<file path="src/hdl/tmlq_pkg.sv">
// ----------------------------------------------------------------------------
// tmlq_pkg
// Shared constants, types and helpers of the tile mean level quantizer.
// ----------------------------------------------------------------------------
package tmlq_pkg;

    // default sizes handed to the top level
    localparam int DEF_MAX_TILES_ACROSS = 2048;
    localparam int DEF_MAX_TILE_HEIGHT  = 64;
    localparam int DEF_MAX_TILE_WIDTH   = 32;

    // payload widths
    localparam int PIX_W     = 8;
    localparam int ROW_OUT_W = 12;
    localparam int COL_OUT_W = 11;
    localparam int LEVEL_W   = 5;

    // image geometry
    localparam int POS_W   = 12;
    localparam int IMG_W   = 13;
    localparam int IMG_MAX = 4096;

    // configuration port
    localparam int CFG_IDX_W  = 2;
    localparam int CFG_DATA_W = 13;
    localparam int TH_REG_W   = 7;
    localparam int TW_REG_W   = 6;

    localparam logic [CFG_IDX_W-1:0] CFG_TILE_HEIGHT  = 2'd0;
    localparam logic [CFG_IDX_W-1:0] CFG_TILE_WIDTH   = 2'd1;
    localparam logic [CFG_IDX_W-1:0] CFG_IMAGE_WIDTH  = 2'd2;
    localparam logic [CFG_IDX_W-1:0] CFG_IMAGE_HEIGHT = 2'd3;

    localparam logic [TH_REG_W-1:0] RST_TILE_HEIGHT  = 7'd5;
    localparam logic [TW_REG_W-1:0] RST_TILE_WIDTH   = 6'd2;
    localparam logic [IMG_W-1:0]    RST_IMAGE_WIDTH  = 13'd640;
    localparam logic [IMG_W-1:0]    RST_IMAGE_HEIGHT = 13'd480;

    localparam logic [LEVEL_W-1:0] LEVEL_MAX = 5'd20;

    // status of the level search unit
    typedef struct packed {
        logic               busy;
        logic               done;
        logic [LEVEL_W-1:0] level;
    } t_srch_stat;

    // smallest mean that reaches a level: ceil(lvl * 51 / 4)
    function automatic logic [PIX_W-1:0] level_threshold(input logic [LEVEL_W-1:0] lvl);
        logic [10:0] prod;
        prod = 11'(lvl) * 11'd51 + 11'd3;
        return prod[9:2];
    endfunction

endpackage

</file>
<file path="src/hdl/tmlq_level_search.sv">
// ----------------------------------------------------------------------------
// tmlq_level_search
// Finds the density level of a tile sum by a bitwise search over the level
// thresholds, one level bit per cycle, with one multiply and compare a step.
// ----------------------------------------------------------------------------
module tmlq_level_search #(
    parameter int SUM_W  = 19,
    parameter int AREA_W = 13
) (
    input  logic                  i_clk,
    input  logic                  i_rst_n,
    input  logic                  i_start,
    input  logic [SUM_W-1:0]      i_sum,
    input  logic [AREA_W-1:0]     i_area,
    input  logic                  i_take,
    output tmlq_pkg::t_srch_stat  o_stat
);

    localparam int PROD_W = AREA_W + tmlq_pkg::PIX_W;
    localparam int CMP_W  = (SUM_W > PROD_W) ? SUM_W : PROD_W;
    localparam logic [2:0] TOP_BIT = 3'(tmlq_pkg::LEVEL_W - 1);

    logic                         r_busy;
    logic                         r_done;
    logic [2:0]                   r_bit;
    logic [tmlq_pkg::LEVEL_W-1:0] r_lvl;
    logic [SUM_W-1:0]             r_sum;
    logic [AREA_W-1:0]            r_area;

    logic [tmlq_pkg::LEVEL_W-1:0] try_lvl;
    logic [PROD_W-1:0]            prod;
    logic                         hit;

    always_comb begin
        try_lvl = r_lvl | (tmlq_pkg::LEVEL_W'(1) << r_bit);
        prod    = PROD_W'(r_area) * PROD_W'(tmlq_pkg::level_threshold(try_lvl));
        hit     = (try_lvl <= tmlq_pkg::LEVEL_MAX) && (CMP_W'(r_sum) >= CMP_W'(prod));
    end

    always_ff @(posedge i_clk) begin
        if (!i_rst_n) begin
            r_busy <= 1'b0;
            r_done <= 1'b0;
        end else if (i_start) begin
            r_busy <= 1'b1;
            r_done <= 1'b0;
        end else if (r_busy && !r_done) begin
            if (r_bit == 3'd0) begin
                r_done <= 1'b1;
            end
        end else if (r_done && i_take) begin
            r_busy <= 1'b0;
            r_done <= 1'b0;
        end
    end

    // payload: operands and the level under construction
    always_ff @(posedge i_clk) begin
        if (i_start) begin
            r_sum  <= i_sum;
            r_area <= i_area;
            r_lvl  <= '0;
            r_bit  <= TOP_BIT;
        end else if (r_busy && !r_done) begin
            if (hit) begin
                r_lvl <= try_lvl;
            end
            if (r_bit != 3'd0) begin
                r_bit <= r_bit - 3'd1;
            end
        end
    end

    assign o_stat.busy  = r_busy;
    assign o_stat.done  = r_done;
    assign o_stat.level = r_lvl;

endmodule

</file>
<file path="config.mk">
export PLATFORM = sky130hd
export DESIGN_NAME = tmlq_level_search
export DESIGN_NICKNAME = d
export VERILOG_FILES = /design/src/hdl/tmlq_pkg.sv /design/src/hdl/tmlq_level_search.sv
export SDC_FILE = /design/constraint.sdc
export NUM_CORES = 1
export LEC_CHECK = 0
export ABC_CLOCK_PERIOD_IN_PS = 11300
export BUFFER_PORTS_ARGS = -buffer_cell sky130_fd_sc_hd__buf_2
export CAP_MARGIN = 20
export CORE_ASPECT_RATIO = 0.75
export CORE_MARGIN = 10
export CORE_UTILIZATION = 50
export DETAILED_ROUTE_END_ITERATION = 8
export PLACE_DENSITY_LB_ADDON = 0.08
export SYNTH_ARGS = -nofsm -noshare
export SYNTH_HDL_FRONTEND = slang
export SYNTH_SLANG_ARGS = --single-unit
</file>
<file path="constraint.sdc">
create_clock -name i_clk -period 11.3 [get_ports i_clk]
set_input_delay 1.13 -clock i_clk [delete_from_list [all_inputs] [get_ports i_clk]]
set_output_delay 1.13 -clock i_clk [all_outputs]
set_load 0.03 [all_outputs]
</file>
; ---- After elaboration in Yosys (flattened, before gate mapping)
; Cells that the tools add are included.
[op_classes]
n_shift = 1
n_mux = 5
n_mul = 2
n_bitwise = 2
magnitude_cmp = 2
reduce_logical = 13
add_sub_neg = 2
eq_ne = 2
[ops]
columns = cell, count
row1 = $ge 19x21->1, 1
row2 = $mul 13x8->21, 1
row3 = $add 10x2->10 const B, 1
row4 = $mul 5x6->10 const B, 1
row5 = $reduce_and 2->1, 4
row6 = $le 5x5->1 const B, 1
row7 = $mux 1, 5
row8 = $or 5x5->5, 1
row9 = $shl 1x3->5 const A, 1
row10 = $reduce_bool 2->1, 2
row11 = $logic_and 1x1->1, 3
row12 = $logic_not 3->1, 1
row13 = $reduce_bool 3->1, 1
row14 = $sub 3x1->3 const B, 1
row15 = $ne 2x1->1 const B, 1
row16 = $ne 2x2->1 const B, 1
row17 = $reduce_or 2->1, 1
row18 = $logic_not 1->1, 1
row19 = $not 1->1, 1
[word_totals]
elab_cells = 35
register_bits = 42
output_inout_bits = 7

; ---- Longest topological paths before layout
[depth]
depth_word = 8
mapped_depth = 37
mapped_depth_nobuf = 36

; ---- Worst setup path after synthesis
; OpenSTA, ideal clock, no wires.
[synth_timing]
path_kind = register to register
from = register r_bit[0]
to = register r_lvl[1] in the netlist's numbering
path_slack_ns = 3.250
stages_incl_launch_ff = 35
period_less_slack_ns = 8.050
arrival_time_ns = 7.914
cell_sequence = dfxtp_1 -> inv_1 -> ha_1 -> a21oi_1 -> inv_1 -> ha_1 -> ha_1 -> fa_1 -> ha_1 -> nand4_1 -> a211o_1 -> a31o_1 -> a32oi_2 -> buf_6 -> and2_1 -> fa_1 -> fa_1 -> inv_1 -> fa_1 -> inv_1 -> fa_1 -> ha_1 -> and2_1 -> a221oi_2 -> nand2_1 -> a21o_1 -> a21oi_1 -> xor2_1 -> ha_1 -> a211oi_1 -> o21ai_0 -> o211ai_1 -> nand3_1 -> o21ai_0 -> o32ai_1
[synth_via]
elab_chain_cells = 8
word_cells_on_any_way = 9
cone_classes = 1 x add/sub / 2 x mul / 2 x order compare / 1 x shift / 1 x bitwise / 2 x reduce/logical
[synth_lines]
columns = item, line_no
row1 = "start, declared", tmlq_level_search.sv:25  ; logic [2:0] r_bit;
row2 = "start signal, assigned", tmlq_level_search.sv:69  ; r_bit <= r_bit - 3'd1;
row3 = $shl 1x3->5 *, tmlq_level_search.sv:35  ; try_lvl = r_lvl | (tmlq_pkg::LEVEL_W'(1) << r_bit);
row4 = $or 5x5->5 *, tmlq_level_search.sv:35
row5 = "via try_lvl, one bit", tmlq_level_search.sv:30  ; logic [tmlq_pkg::LEVEL_W-1:0] try_lvl;
row6 = $mul 5x6->10, tmlq_pkg.sv:51  ; prod = 11'(lvl) * 11'd51 + 11'd3;
row7 = $add 10x2->10, tmlq_pkg.sv:51
row8 = $mul 13x8->21, tmlq_level_search.sv:36  ; prod = PROD_W'(r_area) * PROD_W'(tmlq_pkg::level_threshold(try_lvl));
row9 = $ge 19x21->1, tmlq_level_search.sv:37  ; hit = (try_lvl <= tmlq_pkg::LEVEL_MAX) && (CMP_W'(r_sum) >= CMP_W'(prod));
row10 = $logic_and 1x1->1 *, tmlq_level_search.sv:37
row11 = $reduce_and 2->1 (no line) *, --
row12 = "end signal, assigned", tmlq_level_search.sv:66  ; r_lvl <= try_lvl;
row13 = "end, declared", tmlq_level_search.sv:26  ; logic [tmlq_pkg::LEVEL_W-1:0] r_lvl;
; Mark *: on every way through the listed nets, which the timed path passes. The rest lies on a longest branch.
; A chain may end at the register's enable or synchronous reset.

; ---- Final worst setup path
[layout_timing]
from = register r_bit[0]
to = register r_lvl[2] in the netlist's numbering
; The elaborated chain is that of the path after synthesis.

==> impl_metrics.tcl <==
set metrics [dict create \
    drtIter0Drc 300 \
    core-area_sq_mm 0.0116 \
    async_flop_share_pct 0 \
    ys_types 58 \
    clk_pin_slew_ns 0.06 \
    wl_mm 13.3 \
    end_kind "flip-flop" \
    relSlewSlack_pct 32.8 \
    row_count 34 \
    gr-total-overflow 0 \
    syn2layout_area_growth_pct 8.86 \
    netlist_area_sq_mm 0.00591 \
    dieArea_sq_mm 0.0166 \
    ys_ff_latch 42 \
    skew_ns 0.0106 \
    met3_usage_pct 2.61 \
    synth_top_cell_by_area "fa_1" \
    fin_nets 852 \
    die_y_um 114 \
    use_met1_pct 22.8 \
    dp_hpwl_mm 11.1 \
    use_met2_pct 27.0 \
    whs_ns 0.539 \
    grt_first_pass_wirelength_mm 22.6 \
    busiest_layer "met2" \
    required_ns 11.49 \
    cpMostUsedCell "ha_1" \
    crit_slowest_cell "xnor2_1" \
    cp_max_fo 13 \
    vias 4412 \
    start_util_pct 51.0 \
    max_stage_delay_ns 0.79 \
    fmax_mhz 105 \
    min_period_ns 9.49 \
    slew_viol_final 0 \
    synthFlopType "edfxtp_1" \
    ioPinCount 43 \
    drt-vias-per-instance 5.30 \
    tightest_slew_ns 1.00 \
    finalHoldViolations 0 \
    clock_latency_ns 0.29 \
    arrival_ns 9.68 \
    synth_top_area_share_pct 22.7 \
    post_cts_buffers 0 \
    ys_warn_count 0 \
    synth.avg_cell_area_sq_um 9.34 \
    wl_per_cell_um 16.0 \
    track_usage_pct 16.5 \
    drc 0 \
    synth_edf_count 32 \
    hold_buffers 0 \
    synthTopCellsByArea "fa_1, ha_1, edfxtp_1, inv_1, and2_1" \
    fp.dieW_um 145 \
    cts-root-buf "clkbuf_16" \
    place_congestion 0.842 \
    n_fill_cell 1032 \
    first_pass_iters 5 \
    grt_pass1_vias 4476 \
    syn-num-nets 814 \
    cts_made_buffers 5 \
    finalCritPeriodShare_pct 84.0 \
    yosysSeqAreaShare_pct 19.7 \
    cts_resized 0 \
    hold_path_class "flip-flop to flip-flop" \
    grt_max_degree 43 \
    synthTopCellsByCount "inv_1, ha_1, and2_1, fa_1, nand2_1" \
    synthCells 632 \
    h-tree-depth 2 \
    rsz0062_at_grt "false" \
    numPortBuffers 42 \
    setup_viol 0 \
    drive_above_1_share_pct 9.54 \
    synth_most_common_cell "inv_1" \
    status "finished clean" \
    cts_sinks 42 \
    setup_tns_ns 0 \
    maxCapViolations 0 \
    start_kind "flip-flop" \
    ant_nets 0 \
    crit_type "flip-flop to flip-flop" \
    cts_tree "done" \
    cts_buffer_depth 2 \
    antenna_found_initial 0 \
    diodes 0 \
]
## area by class of cell
class | count | area, sq um | share of cell area, %
clock buffer | 6 | 139 | 2.16
clock inverter | 2 | 15.0 | 0.234
sequential | 42 | 1160 | 18.1
inverter | 113 | 424 | 6.60
timing repair buffer | 48 | 255 | 3.97
tap | 162 | 203 | 3.15
multi-input combinational | 460 | 4230 | 65.8
## stage by stage
step / cell area (sq um) / util [%] / worst slack, ns / cells
2_1_floorplan: 5910 / - / 3.25 / 632
3_3_place_gp: 6270 / 54.2 / 2.13 / 825
3_5_place_dp: 6270 / 54.2 / 1.91 / 825
4_1_cts: 6430 / 55.6 / 1.86 / 833
5_1_grt: 6430 / 55.6 / 1.03 / 833
6_report: 6430 / 55.6 / 1.81 / 833
## flip-flops by register name (all words and copies together) (netlist names)
signal  cells
r_area     13
r_bit       3
r_busy      1
r_done      1
r_lvl       5
r_sum      19
## layer usage
| layer | part of all wire, % | vias up |
|---|---|---|
| met3 | 4.5 | 9 |
| met4 | 0.95 | 0 |
| met1 | 48 | 2144 |
| li1 | - | 2166 |
| met2 | 46 | 93 |
| met5 | 0 | - |
## worst paths after layout
check	cells past startpoint	from	slack, ns	to
min reg2reg	2	r_lvl[4]$_SDFFE_PP0P_	0.54	r_lvl[4]$_SDFFE_PP0P_
max reg2reg	33	r_bit[0]$_SDFFE_PP0P_	1.81	r_lvl[2]$_SDFFE_PP0P_
max	33	r_bit[0]$_SDFFE_PP0P_	1.81	r_lvl[2]$_SDFFE_PP0P_
min	2	r_lvl[4]$_SDFFE_PP0P_	0.54	r_lvl[4]$_SDFFE_PP0P_
## critical path, delay by kind of cell (launching register included)
kind	cells	cell delay (ns)
flip-flops	1	0.39
XOR/XNOR	1	0.79
AND/OR/NAND/NOR	4	0.65
AO/OA/AOI/OAI	12	2.86
adder cells (fa/ha/maj)	11	4.28
buffers and inverters	5	0.42
## cell usage in the layout, fill, tap and decap left out, types with 9 or more instances in the layout
master    count
and2_1       67
nor2_1       18
nor3_1        9
fa_1         67
buf_2        42
xor2_1       10
a21o_1        9
nand3_1       9
o21ai_0      16
dfxtp_1      10
a21oi_1      26
inv_1       113
nand2_1      58
xnor2_1      12
edfxtp_1     32
ha_1         79
## logic make-up after synthesis
logic type,Yosys count,share of synthesized area [%]
XOR/XNOR,22,3.26
adder cells (fa/ha/maj),146,39.4
multiplexers,1,0.169
flip-flops,42,19.7
buffers and inverters,130,8.69
AO/OA/AOI/OAI,101,11.9
AND/OR/NAND/NOR,190,16.9
Power is not shown: default switching activity piles up to over one toggle a cycle in this logic, so the estimate is an artifact.
